File: src/rtl/rsi_pkg.sv
// rsi_pkg: widths, result limits and sideband structs for the ray-sphere test.
// No dependencies. Used by every module in rtl/.
`default_nettype none

package rsi_pkg;

  // fraction bits of the fixed-point format
  localparam int FRAC_BITS_DEF = 16;

  // field widths
  localparam int COORD_W  = 32;
  localparam int RADIUS_W = 31;
  localparam int T_W      = 32;

  // internal widths, all exact
  localparam int OC_W    = COORD_W + 1;  // origin - center
  localparam int A_W     = 64;           // |dir|^2
  localparam int HB_W    = 67;           // oc . dir
  localparam int C_W     = 68;           // |oc|^2 - r^2
  localparam int HBM_W   = 66;           // |half_b|
  localparam int CM_W    = 66;           // |c|
  localparam int DISC_W  = 132;          // discriminant
  localparam int ROOT_W  = DISC_W / 2;   // integer square root
  localparam int NUM_W   = 68;           // -half_b -/+ root, signed
  localparam int Q_W     = 33;           // quotient bits before saturation
  localparam int LIMB_W  = 32;           // multiplier limb
  localparam int MUL_LAT = 3;            // limb multiplier stages

  localparam logic [T_W-1:0] T_MAX = {1'b0, {(T_W-1){1'b1}}};
  localparam logic [T_W-1:0] T_MIN = {1'b1, {(T_W-1){1'b0}}};

  // carried alongside the square-root row
  typedef struct packed {
    logic [A_W-1:0]         a;
    logic signed [HB_W-1:0] hb;
    logic                   hit;
  } rsi_sq_side_t;

  // carried alongside the divider row, one bit per lane (near, far)
  typedef struct packed {
    logic       hit;
    logic [1:0] neg;
    logic [1:0] ovf;
  } rsi_div_side_t;

endpackage

`default_nettype wire

File: src/rtl/rsi_div_cell.sv
// rsi_div_cell: one cell of the divider row, one quotient bit for each of
// the near and far lanes, both over the same divisor. Depends on rsi_pkg.
`default_nettype none

module rsi_div_cell (
  input  wire logic                            clk,
  input  wire logic                            rst_n,
  input  wire logic                            en,
  input  wire logic                            vld_i,
  input  wire logic [rsi_pkg::A_W-1:0]         dvs_i,
  input  wire logic [1:0][rsi_pkg::A_W-1:0]    rem_i,
  input  wire logic [1:0][rsi_pkg::Q_W-1:0]    low_i,
  input  wire logic [1:0][rsi_pkg::Q_W-1:0]    quo_i,
  input  wire rsi_pkg::rsi_div_side_t          side_i,
  output logic                                 vld_o,
  output logic [rsi_pkg::A_W-1:0]              dvs_o,
  output logic [1:0][rsi_pkg::A_W-1:0]         rem_o,
  output logic [1:0][rsi_pkg::Q_W-1:0]         low_o,
  output logic [1:0][rsi_pkg::Q_W-1:0]         quo_o,
  output rsi_pkg::rsi_div_side_t               side_o
);
  import rsi_pkg::*;

  logic [1:0][A_W:0]   cur;
  logic [1:0][A_W:0]   diff;
  logic [1:0]          ge;
  logic                vld_r;
  logic [A_W-1:0]      dvs_r;
  logic [1:0][A_W-1:0] rem_r, rem_nxt;
  logic [1:0][Q_W-1:0] low_r, low_nxt;
  logic [1:0][Q_W-1:0] quo_r, quo_nxt;
  rsi_div_side_t       side_r;

  // restoring step per lane
  always_comb begin
    for (int k = 0; k < 2; k++) begin
      cur[k]     = {rem_i[k], low_i[k][Q_W-1]};
      ge[k]      = (cur[k] >= {1'b0, dvs_i});
      diff[k]    = cur[k] - {1'b0, dvs_i};
      rem_nxt[k] = ge[k] ? diff[k][A_W-1:0] : cur[k][A_W-1:0];
      quo_nxt[k] = {quo_i[k][Q_W-2:0], ge[k]};
      low_nxt[k] = {low_i[k][Q_W-2:0], 1'b0};
    end
  end

  always_ff @(posedge clk) begin
    if (!rst_n) begin
      vld_r <= 1'b0;
    end else if (en) begin
      vld_r <= vld_i;
    end
  end

  always_ff @(posedge clk) begin
    if (en) begin
      dvs_r  <= dvs_i;
      rem_r  <= rem_nxt;
      low_r  <= low_nxt;
      quo_r  <= quo_nxt;
      side_r <= side_i;
    end
  end

  assign vld_o  = vld_r;
  assign dvs_o  = dvs_r;
  assign rem_o  = rem_r;
  assign low_o  = low_r;
  assign quo_o  = quo_r;
  assign side_o = side_r;

endmodule

`default_nettype wire

File: config.mk
export PLATFORM = sky130hd
export DESIGN_NAME = rsi_div_cell
export DESIGN_NICKNAME = d
export VERILOG_FILES = /design/src/rtl/rsi_pkg.sv /design/src/rtl/rsi_div_cell.sv
export SDC_FILE = /design/constraint.sdc
export NUM_CORES = 1
export LEC_CHECK = 0
export ABC_AREA = 1
export BUFFER_PORTS_ARGS = -buffer_cell sky130_fd_sc_hd__clkbuf_2
export CORE_MARGIN = 4
export CORE_UTILIZATION = 25
export DETAILED_ROUTE_END_ITERATION = 6
export SLEW_MARGIN = 30
export SYNTH_ARGS = -nofsm -noshare
export SYNTH_HDL_FRONTEND = slang
export SYNTH_SLANG_ARGS = --single-unit
File: constraint.sdc
create_clock -name clk -period 2.9 [get_ports clk]
set_clock_uncertainty 0.05 [all_clocks]
set_input_delay 0.29 -clock clk [delete_from_list [all_inputs] [get_ports clk]]
set_output_delay 0.29 -clock clk [all_outputs]
set_load 0.005 [all_outputs]
==> metrics.md <==
| Metric | Value |
|---|---|
| Outcome | `completed` |
| Clk Latency, worst-skew pair | `between 500 and 600 ps` |
| Synth area leaders | `edfxtp_1 (41%), nand2_1 (22%), inv_1 (11%)` |
| CP Cell Sequence | `dlygate4sd3_1 > clkbuf_2 > inv_1 > ha_1 > nand2_1 > buf_4 > inv_1 > a21oi_1 > inv_1 > a21oi_1 > nand2_1 > a21oi_1 > nand3b_1 > nand3_1 > nand2_1` |
| Die W | `between 300 and 400 µm` |
| Max Cap Violations | `0` |
| WL/cell | `19.5 µm` |
| Routed WL | `between 100,000 and 150,000 µm` |
| Remaining DRCs | `0` |
| Relative slew slack | `0.593` |
| Final instance area | `0.0355 mm²` |
| Largest family of logic cells by synthesized area | `simple AND/OR/NAND/NOR gates` |
| Worst Tran Pin Value | `611 ps` |
| Flops & latches, synth | `328` |
| Post-synth EDFFs | `between 300 and 400` |
| Num ports | `approximately 660` |
| RSZ-0062 raised after global routing | `yes` |
| Minimum hold slack | `slightly below 30 ps` |
| Fin cells | `5,956` |
| Final number of setup-violating endpoints | `0` |
| CTS Sinks | `between 300 and 400` |
| Fillers | `around 9,900` |
| Total number of H-tree levels | `2` |
| Compound-Gate Fraction of Synth Area | `0.0243` |
| Initial core utilization | `0.253` |
| Most frequent cells in the layout | `nand2_1 (1,359), inv_1 (702), clkbuf_2 (653), edfxtp_1 (327), buf_4 (307)` |
| Pwr/cell area | `between 400 and 500 mW/mm²` |
| Port bufs | `between 600 and 700` |
| First drt pass iteration count | `5` |
| Cts bufs inserted | `a little over 40` |
| DR vias | `roughly 26,000` |
| CTS tree | `built` |
| Initial antenna violation count | `12` |
| Post-synthesis adder-cell area fraction | `0.0690` |
| Synth warn | `0` |
| Synth unique cells | `38` |
| CP Data Required Time | `~3200 ps` |
| GPL Wtd Cong | `between 0.9 and 1` |
| Total die area | `approximately 0.10 mm²` |
| Period utilization | `0.990` |
| Die height | `~320 µm` |
| Hpwl dp | `just under 100,000 µm` |
| Register Area | `~0.01 mm²` |
| Multi-input logic area | `0.0112 mm²` |
| First-pass GRT wire length | `163,000 µm` |
| Worst Path Max Fanout | `5` |
| DP Area | `0.0310 mm²` |
| Rows | `approximately 110` |
| Top_reg_cell synth | `edfxtp_1` |
| Synth Cell Area | `roughly 0.024 mm²` |
| Commonest non-fill, non-tap cell in the layout | `nand2_1` |
| CP delay by family, top | `compound AO/OA/AOI/OAI gates` |
| Vias in the first global route | `~26,000` |
| Cells after synthesis | `between 3,000 and 4,000` |
| FMAX | `between 300 and 400 MHz` |
| Hold WC Path Type | `input port to flip-flop` |
| Maximum VDD drop | `~400 µV` |
| Hold Fails Final Rpt | `0` |
| Antenna viol nets, final | `0` |
| Synth top area share | `0.413` |
| Max stage delay on crit path | `around 530 ps` |
| Fin nets | `about 5,100` |
| Minimum clock period after layout | `between 2000 and 3000 ps` |
| Global-route total usage across every layer | `0.223` |
| Area grow syn2layout | `49.3%` |
| Startpoint types | `input port` |
| Via density | `between 4 and 5` |
| Area leader, netlist | `edfxtp_1` |
| Clock Pin Slew Worst Setup and Hold Paths | `60 ps` |
| Slowest stage cell on the critical path | `dlygate4sd3_1` |
| Register area share after synthesis | `0.414` |
| Leak pwr | `around 19 nW` |
| Clk root buf | `clkbuf_16` |
| Clock Tree Buf Depth | `3` |
| Final worst slack | `between 20 and 30 ps` |
| Syn avg cell area | `7.02 µm²` |
| Post-synth ARST share | `0` |
| 1st-iter DRT viols | `approximately 1,600` |
| Core footprint | `between 0.09 and 0.1 mm²` |
| Simple logic cell fraction of the synthesized area | `0.347` |
| Pin count of the biggest net entering global routing | `67` |
| Tot Pwr | `approximately 16 mW` |
| Portion of netlist area occupied by mux cells | `0` |
| XOR/XNOR share of the synthesized area | `0.0228` |
| Post-place setup slack | `-10.3 ps` |
| Setup Crit Path Kind | `input port to flip-flop` |
| Crit end category | `flip-flop` |
| CP Data Arrival Time | `3180 ps` |
| Slew Viols, Final | `0` |
| Inst Count DP | `approximately 5,600` |
| Grt ovf | `0` |
| Share of post-route cells with drive strength above 1 | `0.242` |
| Buf+Inv Stages, Crit Path | `6` |
tightest hold or removal path, stage by stage:
cell,delay [ps]
clkbuf_2,110
nand3_1,80
nand2_1,80
cell families after synthesis:
| family | count (synthesis) |
|---|---|
| other cells | 1 |
| xor+xnor | 62 |
| flops | 328 |
| fa+ha+maj | 130 |
| buf+inv | 757 |
| compound gates | 113 |
| simple gates | 1998 |
worst paths after layout:
path                            from                   to  slack, ps  depth (start not counted)
setup / recovery           dvs_i[50]  rem_o[56]$_DFFE_PP_         30                         15
hold / removal              rem_i[4]   rem_o[5]$_DFFE_PP_         30                          3
setup reg to reg  vld_o$_SDFFE_PN0P_   vld_o$_SDFFE_PN0P_       1660                          3
hold reg to reg   vld_o$_SDFFE_PN0P_   vld_o$_SDFFE_PN0P_       1050                          3
sequential cells by signal, summed over array words and instances (netlist names):
name	cells
rem_o	128
quo_o	66
dvs_o	64
low_o	64
side_o	5
vld_o	1
report_power, final:
group	switching, mW	total (mW)	internal [mW]
registers	0.188	6.05	5.86
logic	3.04	5.15	2.11
clock network	2.17	5.15	2.98
total	5.40	16.4	10.9
per-stage QoR:
step | TNS [ps] | utilization
6_report | 0 | 0.378
5_1_grt | -401 | 0.378
4_1_cts | 0 | 0.376
3_5_place_dp | -22.8 | 0.330
3_3_place_gp | -25.4 | 0.330
2_1_floorplan | 0 | -
cell type report:
| type | count | share of cell area |
|---|---|---|
| Multi-Input combinational cell | 2305 | 0.315 |
| Timing Repair Buffer | 1276 | 0.250 |
| Sequential cell | 328 | 0.277 |
| Clock buffer | 49 | 0.0306 |
| Antenna cell | 3 | 0.000211 |
| Tap cell | 1254 | 0.0442 |
| Inverter | 716 | 0.0758 |
| Clock inverter | 25 | 0.00694 |
layer usage:
metal	share of wire	global-route usage	wire (µm)	vias to the layer above
met4	0.030	0.0671	3470	8
met5	0.00047	0	55	-
met3	0.056	0.0323	6460	134
met1	0.40	0.257	46100	11800
li1	-	-	-	13100
met2	0.52	0.423	60100	833
what timing repair did:
action | 4_1_cts | 5_1_grt
buffers inserted | 0 | 1
endpoints found under the hold margin | 294 | 0
setup endpoints to repair | 0 | 128
hold buffers | 295 | 0
resized for setup | 0 | 57
cells in the mapped netlist (6+ instances only):
master and count:
nor2_2 15, nand2_1 1369, nor4_1 11, inv_1 707, a21oi_1 90, nand3b_1 32
ha_1 128, edfxtp_1 327, inv_2 9, clkbuf_1 19, xor2_1 60, and3_1 6
nor2_1 221, nand2_2 14, nand3_1 280, o21ai_0 17, nor3_1 17, buf_2 7
nand4_1 15, buf_6 7
Note: power is estimated with default switching activity, not from simulation.
