File: config.mk
export PLATFORM = sky130hd
export DESIGN_NAME = rsi_sqrt_cell
export DESIGN_NICKNAME = d
export VERILOG_FILES = /design/src/rtl/rsi_pkg.sv /design/src/rtl/rsi_sqrt_cell.sv
export SDC_FILE = /design/constraint.sdc
export NUM_CORES = 1
export LEC_CHECK = 0
export BUFFER_PORTS_ARGS = -buffer_cell sky130_fd_sc_hd__buf_2
export CAP_MARGIN = 20
export CORE_AREA = 2 2 313 315
export DETAILED_ROUTE_END_ITERATION = 10
export DIE_AREA = 0 0 315 317
export GPL_TIMING_DRIVEN = 0
export PLACE_DENSITY = 0.39
export SKIP_CTS_REPAIR_TIMING = 1
export SYNTH_ARGS = -nofsm -noshare
export SYNTH_HDL_FRONTEND = slang
export SYNTH_SLANG_ARGS = --single-unit
File: constraint.sdc
create_clock -name clk -period 3.9 [get_ports clk]
set_input_delay 0 -clock clk [delete_from_list [all_inputs] [get_ports clk]]
set_output_delay 0 -clock clk [all_outputs]
set_load 0.03 [all_outputs]
File: src/rtl/rsi_pkg.sv
// rsi_pkg: widths, result limits and sideband structs for the ray-sphere test.
// No dependencies. Used by every module in rtl/.
`default_nettype none

package rsi_pkg;

  // fraction bits of the fixed-point format
  localparam int FRAC_BITS_DEF = 16;

  // field widths
  localparam int COORD_W  = 32;
  localparam int RADIUS_W = 31;
  localparam int T_W      = 32;

  // internal widths, all exact
  localparam int OC_W    = COORD_W + 1;  // origin - center
  localparam int A_W     = 64;           // |dir|^2
  localparam int HB_W    = 67;           // oc . dir
  localparam int C_W     = 68;           // |oc|^2 - r^2
  localparam int HBM_W   = 66;           // |half_b|
  localparam int CM_W    = 66;           // |c|
  localparam int DISC_W  = 132;          // discriminant
  localparam int ROOT_W  = DISC_W / 2;   // integer square root
  localparam int NUM_W   = 68;           // -half_b -/+ root, signed
  localparam int Q_W     = 33;           // quotient bits before saturation
  localparam int LIMB_W  = 32;           // multiplier limb
  localparam int MUL_LAT = 3;            // limb multiplier stages

  localparam logic [T_W-1:0] T_MAX = {1'b0, {(T_W-1){1'b1}}};
  localparam logic [T_W-1:0] T_MIN = {1'b1, {(T_W-1){1'b0}}};

  // carried alongside the square-root row
  typedef struct packed {
    logic [A_W-1:0]         a;
    logic signed [HB_W-1:0] hb;
    logic                   hit;
  } rsi_sq_side_t;

  // carried alongside the divider row, one bit per lane (near, far)
  typedef struct packed {
    logic       hit;
    logic [1:0] neg;
    logic [1:0] ovf;
  } rsi_div_side_t;

endpackage

`default_nettype wire

File: src/rtl/rsi_sqrt_cell.sv
// rsi_sqrt_cell: one cell of the square-root row, settles one root bit.
// Depends on rsi_pkg (widths, sideband struct).
`default_nettype none

module rsi_sqrt_cell (
  input  wire logic                          clk,
  input  wire logic                          rst_n,
  input  wire logic                          en,
  input  wire logic                          vld_i,
  input  wire logic [rsi_pkg::ROOT_W:0]      rem_i,
  input  wire logic [rsi_pkg::ROOT_W-1:0]    root_i,
  input  wire logic [rsi_pkg::DISC_W-1:0]    rad_i,
  input  wire rsi_pkg::rsi_sq_side_t         side_i,
  output logic                               vld_o,
  output logic [rsi_pkg::ROOT_W:0]           rem_o,
  output logic [rsi_pkg::ROOT_W-1:0]         root_o,
  output logic [rsi_pkg::DISC_W-1:0]         rad_o,
  output rsi_pkg::rsi_sq_side_t              side_o
);
  import rsi_pkg::*;

  localparam int CUR_W = ROOT_W + 3;

  logic [CUR_W-1:0]  cur;
  logic [CUR_W-1:0]  trial;
  logic [CUR_W-1:0]  diff;
  logic              ge;
  logic              vld_r;
  logic [ROOT_W:0]   rem_r, rem_nxt;
  logic [ROOT_W-1:0] root_r, root_nxt;
  logic [DISC_W-1:0] rad_r, rad_nxt;
  rsi_sq_side_t      side_r;

  // bring down two radicand bits, try root*4+1
  assign cur   = {rem_i, rad_i[DISC_W-1 -: 2]};
  assign trial = {1'b0, root_i, 2'b01};
  assign ge    = (cur >= trial);
  assign diff  = cur - trial;

  always_comb begin
    rem_nxt  = ge ? diff[ROOT_W:0] : cur[ROOT_W:0];
    root_nxt = {root_i[ROOT_W-2:0], ge};
    rad_nxt  = {rad_i[DISC_W-3:0], 2'b00};
  end

  always_ff @(posedge clk) begin
    if (!rst_n) begin
      vld_r <= 1'b0;
    end else if (en) begin
      vld_r <= vld_i;
    end
  end

  always_ff @(posedge clk) begin
    if (en) begin
      rem_r  <= rem_nxt;
      root_r <= root_nxt;
      rad_r  <= rad_nxt;
      side_r <= side_i;
    end
  end

  assign vld_o  = vld_r;
  assign rem_o  = rem_r;
  assign root_o = root_r;
  assign rad_o  = rad_r;
  assign side_o = side_r;

endmodule

`default_nettype wire

==> reports/results.ini, run 1 <==
[yosys]
synth_ff_type = edfxtp_1
ys_seq_area_share_pct = 67.9
netlist-cell-type-count = 72
syn_inst = 1234
synthArstFlopShare_pct = 0
synth_common_cells = edfxtp_1 (395), inv_1 (92), a21oi_1 (80), nand2_1 (71), ha_1 (68)
synthTopCellsByArea = edfxtp_1 (68%), ha_1 (4.9%), mux2_1 (3.0%)
syn_area_um2 = 17500
synth-seq-cells = 396
synth_area_per_cell_um2 = 14.2
synth.most_common_cell = edfxtp_1
synth_top_area_share_pct = 67.8
synth_edf_count = 395
synth_top_cell_by_area = edfxtp_1
yosys_warnings = 0

[route]
remaining_drc_errors = 0
drt.antenna.violating_nets = 0
wl_met2_um = 41300
vias = 15500
wl_met1_um = 31100
detail_route.vias_per_cell = 4.07
wl_per_cell_um = 21.7
drt_pass1_iterations = 6
wirelength_um = 82600
highest_layer = met5
wl_met3_um = 8070
drt_iter0_markers = 899

[timing]
finalSetupViolCount = 0
worst_pin_slew_ns = 0.961
slew_headroom_pct = 35.6
drv_slew = 0
finalCriticalPeriod_ns = 3.76
worst_hold_slack_ns = 0.0359
final.period_utilization_pct = 96.5
clock_skew_ns = 0
hold_viol = 0
fmax_mhz = 266
rsz0062_at_grt = no

[die]
dieWidth_um = 315
die_h_um = 317
ios = 799
core-area_um2 = 96300
die-area_um2 = 99900
start_util_pct = 18.2
row_count = 114

[clock_network]
cts_made_buffers = 49
clk_latency_ns = 0.61
clock-root-buffer = clkbuf_16
clock_path_buffers = 3
cts_tree = built
htreeDepth = 2
cts_sinks = 396
clk_pin_slew_ns = 0.06

[power_and_ir_drop]
powerDensity_nw_per_um2 = 450
fin_total_pwr_mw = 12.9
vdd_ir_drop_max_uv = 287
power.leakage_nw = 12.1

[worst_setup_path]
path_class = input pin to flip-flop
cp_data_arrival_time_ns = 4.10
rrSetupSlack_ns = 2.73
startpoint_type = input pin
worstPathRequired_ns = 4.24
crit_fanout = 10
endpoint_kind = flip-flop

[place]
place_congestion = 0.838
dpl_cell_area_um2 = 23200
place_inst = 3310
port_buffers = 796
hpwl_um = 65500

[layout]
fillerInstances = 9996
multi_input_area_um2 = 5000
fin_nets = 2952
finalInstanceArea_um2 = 28800
stdcell_count = 3797
seq_area_um2 = 11900
drive_above_1_share_pct = 36.0
areaGrowthSynthToFinish_pct = 64.4

[global_route]
grt_pass1_vias = 14100
grt.overflow.total = 0
grt_usage_pct = 15.0
antenna_found_initial = 32
grt_pass1_wl_um = 105000
grt_max_degree = 130

[flow_run]
maxCapViolations = 0

[run_status]
status = complete, no violations

[min_path]
holdCritPathClass = input pin to flip-flop

## worst max-delay path, stage by stage
cell and delay [ns]:
dlygate4sd3_1 0.55, buf_2 0.14, o211ai_2 0.12, a21oi_2 0.22
o211ai_2 0.19, a2111oi_4 0.56, o2111ai_2 0.25, a2111oi_4 0.59
o2111ai_2 0.31, and2_1 0.29, buf_6 0.14, inv_8 0.15
buf_8 0.20, mux2_1 0.36
## layout make-up
type,count,share of cell area [%]
clock buffers,57,4.37
multi-input cells,699,17.4
well taps,1276,5.55
flip-flops and latches,396,41.3
plain buffers,47,0.888
repair buffers,1197,28.0
diodes,4,0.0348
clock inverters,28,1.16
inverters,93,1.24
## flip-flops by register name (all words and copies together), names as in the netlist
name	cells
vld_o	1
root_o	66
rad_o	130
rem_o	67
side_o	132
## power by group
part,total (mW),switching (mW),internal [mW]
clock,4.62,1.96,2.66
combinational,3.05,1.98,1.08
sequential,5.26,0.103,5.16
total,12.9,4.04,8.89
## layout by cell type (no fill, tap or decap), types with 6 or more instances in the layout
master / Yosys / final
clkinv_1: 0 / 6
dlygate4sd3_1: 0 / 398
inv_1: 92 / 92
buf_2: 6 / 801
xor2_1: 21 / 21
o31ai_1: 7 / 7
nand3_1: 31 / 31
o211ai_1: 7 / 7
xnor2_1: 36 / 36
clkbuf_1: 32 / 40
nand4_1: 33 / 33
o21bai_1: 19 / 19
ha_1: 68 / 68
o21ai_0: 44 / 43
nand2_1: 71 / 71
and2_1: 11 / 11
clkinvlp_4: 0 / 6
buf_8: 5 / 6
a21oi_1: 80 / 80
nor2_1: 52 / 52
nor2b_1: 10 / 10
and3_1: 8 / 8
edfxtp_1: 395 / 395
o21a_1: 16 / 16
mux2_1: 46 / 46
clkbuf_16: 0 / 49
a21o_1: 29 / 29
nor3_1: 15 / 15
## routing by layer
layer	vias to the layer above	track usage [%]
met5	-	0
met4	18	4.57
met3	125	6.51
met2	636	26.2
met1	7517	16.4
li1	7159	-
## per-stage QoR
stage | setup WS, ns | util, % | setup TNS [ns]
4_1_cts | 0.121 | 25.7 | 0
2_1_floorplan | 0.831 | - | 0
3_3_place_gp | -3.39 | 24.0 | -1323.38
6_report | 0.137 | 29.9 | 0
5_1_grt | 0.00200 | 29.9 | 0
3_5_place_dp | -0.562 | 24.1 | -29.74
## worst paths after layout
check        startpoint         to  cells after the start
max          rad_i[131]  rem_o[60]                     14
min           rem_i[65]  rem_o[65]                      4
max reg2reg       vld_o      vld_o                      3
min reg2reg       vld_o      vld_o                      3
## logic make-up (layout without fill, tap and decap cells)
group,after synthesis,after routing,share of synthesized area (%)
muxes,56,56,3.57
AOI/OAI and AO/OA,259,259,10.0
adders and majority gates,68,68,4.86
other,1,6,0.0214
DFF,396,396,67.9
buffers and inverters,140,1422,3.50
and+or+nand+nor,257,257,7.23
xor gates and xnor gates,57,57,2.85
Power figures use the tool's default switching activity.
==> run 2: changes to the inputs <==
--- a/config.mk
+++ b/config.mk
@@ -7,11 +7,13 @@
 export LEC_CHECK = 0
 export BUFFER_PORTS_ARGS = -buffer_cell sky130_fd_sc_hd__buf_2
 export CAP_MARGIN = 20
-export CORE_AREA = 2 2 313 315
+export CELL_PAD_IN_SITES_DETAIL_PLACEMENT = 1
+export CELL_PAD_IN_SITES_GLOBAL_PLACEMENT = 1
+export CORE_AREA = 2 2 314 316
 export DETAILED_ROUTE_END_ITERATION = 10
-export DIE_AREA = 0 0 315 317
+export DIE_AREA = 0 0 316 318
 export GPL_TIMING_DRIVEN = 0
-export PLACE_DENSITY = 0.39
+export PLACE_DENSITY = 0.46
 export SKIP_CTS_REPAIR_TIMING = 1
 export SYNTH_ARGS = -nofsm -noshare
 export SYNTH_HDL_FRONTEND = slang
==> run 2 against run 1 <==
Effect of this change: fmax increased by 2.6%; worst hold slack got worse by 0.027 ns; critical path type unchanged; largest cell class unchanged; highest routed layer unchanged; worst setup slack improved by 0.094 ns.
==> reports/results.ini, run 2 (synthesis results as in run 1) <==
[run_status]
status = complete, no violations  ; unchanged

[worst_setup_path]
crit_family = simple AND/OR/NAND/NOR gates  ; was compound AO/OA/AOI/OAI gates
crit_fanout = 10  ; unchanged
crit_path_top_delay_cell = buf_1  ; was a2111oi_4
worstPathRequired_ns = 4.25  ; was 4.24 ns
endpoint_kind = flip-flop  ; unchanged
path_class = input pin to flip-flop  ; unchanged
crit_chain = dlygate4sd3_1 > buf_2 > ha_1 > nand4_1 > nor2_1 > and4_1 > nand3_1 > nor4_1 > or4_1 > a21oi_1 > buf_1 > nand3_1 > o31ai_1  ; was dlygate4sd3_1 > buf_2 > o211ai_2 > a21oi_2 > o211ai_2 > a2111oi_4 > o2111ai_2 > a2111oi_4 > o2111ai_2 > and2_1 > buf_6 > inv_8 > buf_8 > mux2_1
slowest_delay_ns = 0.74  ; was 0.59 ns
cp_num_buf_inv = 3  ; was 5
crit_top_cell = nand3_1
cp_data_arrival_time_ns = 4.02  ; was 4.10 ns
startpoint_type = input pin  ; unchanged

[timing]
hold_viol = 0  ; unchanged
drv_slew = 0  ; unchanged
setup_slack_ns = 0.232  ; was 0.137 ns
fmax_mhz = 273  ; was 266 MHz
finalCriticalPeriod_ns = 3.67  ; was 3.76 ns
worst_pin_slew_ns = 1.15  ; was 0.961 ns
final.period_utilization_pct = 94.1  ; was 96.5%
worst_hold_slack_ns = 0.00902  ; was 0.0359 ns
rsz0062_at_grt = no  ; unchanged
finalSetupViolCount = 0  ; unchanged
clock_skew_ns = 0  ; unchanged
slew_headroom_pct = 23.2  ; was 35.6%

[layout]
mostFrequentLayoutCells = buf_2 (801), dlygate4sd3_1 (398), edfxtp_1 (395)  ; unchanged
areaGrowthSynthToFinish_pct = 64.2  ; was 64.4%
final_common_cell = buf_2  ; unchanged
fin_util_pct = 29.5  ; was 29.9%
finalInstanceArea_um2 = 28700  ; was 28800 um^2
largest_reg_flops = 132  ; unchanged
drive_above_1_share_pct = 35.8  ; was 36.0%
fin_nets = 2951  ; was 2952

[global_route]
grt_usage_pct = 16.3  ; was 15.0%
grt_pass1_vias = 14900  ; was 14100
grt.overflow.total = 0  ; unchanged
grt_max_degree = 107  ; was 130
antenna_found_initial = 52  ; was 32
grt_pass1_wl_um = 115000  ; was 105000 um

[power_and_ir_drop]
fin_total_pwr_mw = 12.8  ; was 12.9 mW
powerDensity_nw_per_um2 = 445  ; was 450 nW/um^2
sw_frac_of_total_pct = 31.6  ; was 31.3%
switchingPower_mw = 4.04  ; about the same
p_clk_share_pct = 34.6  ; was 35.7%
power.leakage_nw = 12.1  ; about the same
p_seq_share_pct = 41.2  ; was 40.7%
combPwrFrac_pct = 24.2  ; was 23.6%
vdd_ir_drop_max_uv = 274  ; was 287 uV
intPower_mw = 8.74  ; was 8.89 mW

[min_path]
holdCritPathClass = input pin to flip-flop  ; unchanged

[route]
drt_iter0_markers = 706  ; was 899
wirelength_um = 89200  ; was 82600 um
drt_pass1_iterations = 5  ; was 6
detail_route.vias_per_cell = 4.04  ; was 4.07
remaining_drc_errors = 0  ; unchanged
wl_per_cell_um = 23.4  ; was 21.7 um
vias = 15400  ; was 15500
drt.antenna.violating_nets = 0  ; unchanged

[place]
dpl_cell_area_um2 = 23200  ; about the same
port_buffers = 796  ; unchanged
hpwl_um = 71700  ; was 65500 um
pre_cts_ws_ns = -0.591  ; was -0.562 ns
place_congestion = 0.885  ; was 0.838

[flow_run]
maxCapViolations = 0  ; unchanged

[clock_network]
clk_latency_ns = 0.62  ; was 0.61 ns
clock_path_buffers = 3  ; unchanged
htreeDepth = 2  ; unchanged
clk_pin_slew_ns = 0.06  ; about the same
cts_made_buffers = 48  ; was 49
cts_sinks = 396  ; unchanged
clock-root-buffer = clkbuf_16  ; unchanged
cts_tree = built  ; unchanged

[die]
core-area_um2 = 97400  ; was 96300 um^2
row_count = 115  ; was 114
ios = 799  ; unchanged
die-area_um2 = 100000  ; was 99900 um^2
die_h_um = 318  ; was 317 um
dieWidth_um = 316  ; was 315 um
start_util_pct = 18.0  ; was 18.2%

run 2: path summary, 6_finish.rpt:
path                                 from   endpoint  slack (ns)  cells past startpoint
worst max-delay path            rem_i[43]  rem_o[62]        0.23                     13
worst min-delay path            rem_i[65]  rem_o[65]       0.009                      4
worst max register to register      vld_o      vld_o        2.70                      3
worst min register to register      vld_o      vld_o        1.14                      3
run 2: metal layers:
metal / share of wire [%] / global-route usage [%] / wire (um) / vias to the layer above
li1: - / - / - / 7163
met1: 34 / 15.7 / 30300 / 7526
met2: 53 / 29.8 / 47000 / 547
met3: 9.4 / 7.11 / 8430 / 176
met4: 3.5 / 6.41 / 3160 / 30
met5: 0.37 / 1.16 / 326 / -
run 2: through the flow:
step | TNS, ns | std cells
after floorplan | 0 | 1235
after global placement | -1326.34 | 3318
after CTS | 0 | 3409
final | 0 | 3819
after global routing | 0 | 3813
after detailed placement | -31.88 | 3321
run 2: area by class of cell:
class | instances | area (um^2)
Antenna cell | 12 | 30.0
Buffer | 47 | 255
Clock buffer | 61 | 1270
Clock inverter | 27 | 249
Fill cell | 10900 | 68700
Inverter | 93 | 357
Multi-Input combinational cell | 699 | 5000
Sequential cell | 396 | 11900
Tap cell | 1287 | 1610
Timing Repair Buffer | 1197 | 8060
run 2: power by group through the flow:
stage	logic, mW	clock network [mW]	registers, mW
finish	3.09	4.43	5.26
global route	3.32	4.72	5.30
CTS	2.79	4.57	5.27
detailed placement	2.78	0	5.35
global placement	2.76	0	5.40
floorplan	0.777	0	6.16
run 2: tightest hold or removal path: stages:
cell	delay [ns]
buf_2	0.08
ha_1	0.14
or4_1	0.13
a32o_1	0.17
==> run 3: changes to the inputs <==
==> constraint.sdc (replaced) <==
create_clock -name clk -period 3.7 [get_ports clk]
set_input_delay 0 -clock clk [delete_from_list [all_inputs] [get_ports clk]]
set_output_delay 0 -clock clk [all_outputs]
set_load 0.03 [all_outputs]
==> run 3 against run 2 <==
Effect of this change: the flow now finishes with violations (negative hold slack); via count grew 0.18%; core utilization is essentially flat; clock skew is the same; wire length is essentially flat; critical endpoint is now rem_o[14]; largest cell class unchanged.
==> reports/results.ini, run 3 (synthesis results as in run 1) <==
[clock_network]
clk_pin_slew_ns = 0.06  ; about the same
htreeDepth = 2  ; unchanged
cts_tree = built  ; unchanged
clock-root-buffer = clkbuf_16  ; unchanged
clock_path_buffers = 3  ; unchanged
clk_latency_ns = 0.62  ; about the same
cts_sinks = 396  ; unchanged
cts_made_buffers = 48  ; unchanged

[die]
row_count = 115  ; unchanged
core-area_um2 = 97400  ; unchanged
die-area_um2 = 100000  ; unchanged
ios = 799  ; unchanged
die_h_um = 318  ; unchanged
start_util_pct = 18.0  ; unchanged
dieWidth_um = 316  ; unchanged

[route]
wl_met2_um = 46900  ; was 47000 um
wl_per_cell_um = 23.4  ; about the same
remaining_drc_errors = 0  ; unchanged
vias = 15500  ; was 15400
detail_route.vias_per_cell = 4.05  ; was 4.04
drt.antenna.violating_nets = 0  ; unchanged
highest_layer = met5  ; unchanged
drt_pass1_iterations = 7  ; was 5
wl_met1_um = 30300  ; about the same
drt_iter0_markers = 736  ; was 706
wirelength_um = 89200  ; about the same
wl_met3_um = 8450  ; was 8430 um

[global_route]
grt_usage_pct = 16.3  ; unchanged
grt_max_degree = 107  ; unchanged
grt_pass1_wl_um = 115000  ; unchanged
antenna_found_initial = 53  ; was 52
grt.overflow.total = 0  ; unchanged
grt_pass1_vias = 14900  ; unchanged

[timing]
finalSetupViolCount = 0  ; unchanged
drv_slew = 0  ; unchanged
setup_slack_ns = 0.183  ; was 0.232 ns
hold_viol = 2  ; was 0
worst_hold_slack_ns = -0.233  ; was 0.00902 ns
worst_pin_slew_ns = 1.16  ; was 1.15 ns
final.period_utilization_pct = 95.0
fmax_mhz = 284
clock_skew_ns = 0  ; unchanged
finalCriticalPeriod_ns = 3.52
slew_headroom_pct = 22.6  ; was 23.2%

[worst_setup_path]
crit_path_top_delay_cell = a2111oi_4  ; was buf_1
crit_fanout = 10  ; unchanged
cp_data_arrival_time_ns = 3.85  ; was 4.02 ns
path_class = input pin to flip-flop  ; unchanged
worstPathRequired_ns = 4.04  ; was 4.25 ns
crit_chain = buf_2 > inv_1 > ha_1 > buf_2 > o211ai_2 > a21oi_2 > o211ai_2 > a2111oi_4 > buf_4 > o2111ai_2 > a2111oi_4 > o2111ai_2 > and2_1 > buf_6 > inv_8 > buf_8 > mux2_1  ; was dlygate4sd3_1 > buf_2 > ha_1 > nand4_1 > nor2_1 > and4_1 > nand3_1 > nor4_1 > or4_1 > a21oi_1 > buf_1 > nand3_1 > o31ai_1
endpoint_kind = flip-flop  ; unchanged
slowest_delay_ns = 0.56  ; was 0.74 ns
startpoint_type = input pin  ; unchanged

[run_status]
status = finished with violations  ; was complete, no violations
violations = negative hold slack

[layout]
areaGrowthSynthToFinish_pct = 64.1  ; was 64.2%
drive_above_1_share_pct = 35.8  ; about the same
largest_reg_flops = 132  ; unchanged
mostFrequentLayoutCells = buf_2 (801), dlygate4sd3_1 (396), edfxtp_1 (395)  ; was buf_2 (801), dlygate4sd3_1 (398), edfxtp_1 (395)
final_common_cell = buf_2  ; unchanged
fin_nets = 2950  ; was 2951

[place]
pre_cts_ws_ns = -0.791  ; was -0.591 ns
port_buffers = 796  ; unchanged
place_congestion = 0.885  ; unchanged
hpwl_um = 71700  ; unchanged

[power_and_ir_drop]
combPwrFrac_pct = 24.2  ; about the same
power.leakage_nw = 12.1  ; about the same
p_clk_share_pct = 34.6  ; about the same
intPower_mw = 9.22  ; was 8.74 mW
powerDensity_nw_per_um2 = 469  ; was 445 nW/um^2
fin_total_pwr_mw = 13.5  ; was 12.8 mW
switchingPower_mw = 4.25  ; was 4.04 mW
sw_frac_of_total_pct = 31.6  ; about the same
vdd_ir_drop_max_uv = 290  ; was 274 uV
p_seq_share_pct = 41.2  ; about the same

[min_path]
holdCritPathClass = input pin to flip-flop  ; unchanged

[flow_run]
maxCapViolations = 0  ; unchanged

run 3: changes by cell type in the layout (fill, tap and decap cells not counted), sizes merged:
cell / delta
buf: +2
dlygate4sd3: -2
clkbuf: -1
diode: -1
run 3: worst max-delay path: cells and delay by family:
kind / cells / cell delay, ns
AO/OA/AOI/OAI: 7 / 1.93
adder cells (fa/ha/maj): 1 / 0.26
buffers and inverters: 7 / 0.97
multiplexers: 1 / 0.40
AND/OR/NAND/NOR: 1 / 0.26
run 3: path summary, 6_finish.rpt:
| path | from | end | slack (ns) | cells after the start |
|---|---|---|---|---|
| setup / recovery | root_i[1] | rem_o[14] | 0.18 | 17 |
| hold / removal | rad_i[130] | rem_o[0] | -0.23 | 2 |
| setup reg to reg | vld_o | vld_o | 2.49 | 3 |
| hold reg to reg | vld_o | vld_o | 1.14 | 3 |
run 3: cell type report:
type / instances / area, um^2
Antenna cell: 11 / 27.5
Buffer: 47 / 255
Clock buffer: 61 / 1270
Clock inverter: 27 / 249
Fill cell: 11000 / 68700
Inverter: 93 / 357
Multi-Input combinational cell: 699 / 5010
Sequential cell: 396 / 11900
Tap cell: 1287 / 1610
Timing Repair Buffer: 1196 / 8050
run 3: through the flow:
stage	cell area, um^2	util, %	cells	TNS, ns
final	28700	29.5	3817	0
after global placement	23100	23.7	3318	-1419.14
after global routing	28700	29.5	3813	-0.00729
after floorplan	17500	-	1235	0
after CTS	24700	25.4	3409	-3.06
after detailed placement	23200	23.8	3321	-45.48
run 3: power by group through the flow:
stage                     Sequential (mW)  Clock (mW)  Combinational, mW
after global routing                 5.59        4.97               3.50
final                                5.55        4.66               3.26
after detailed placement             5.64           0               2.93
after global placement               5.69           0               2.91
after CTS                            5.55        4.82               2.94
after floorplan                      6.50           0              0.819
run 3: metal layers:
| layer | up-vias | GRT usage [%] |
|---|---|---|
| li1 | 7164 | - |
| met1 | 7531 | 15.7 |
| met2 | 566 | 29.8 |
| met3 | 179 | 7.11 |
| met4 | 30 | 6.41 |
| met5 | - | 1.16 |
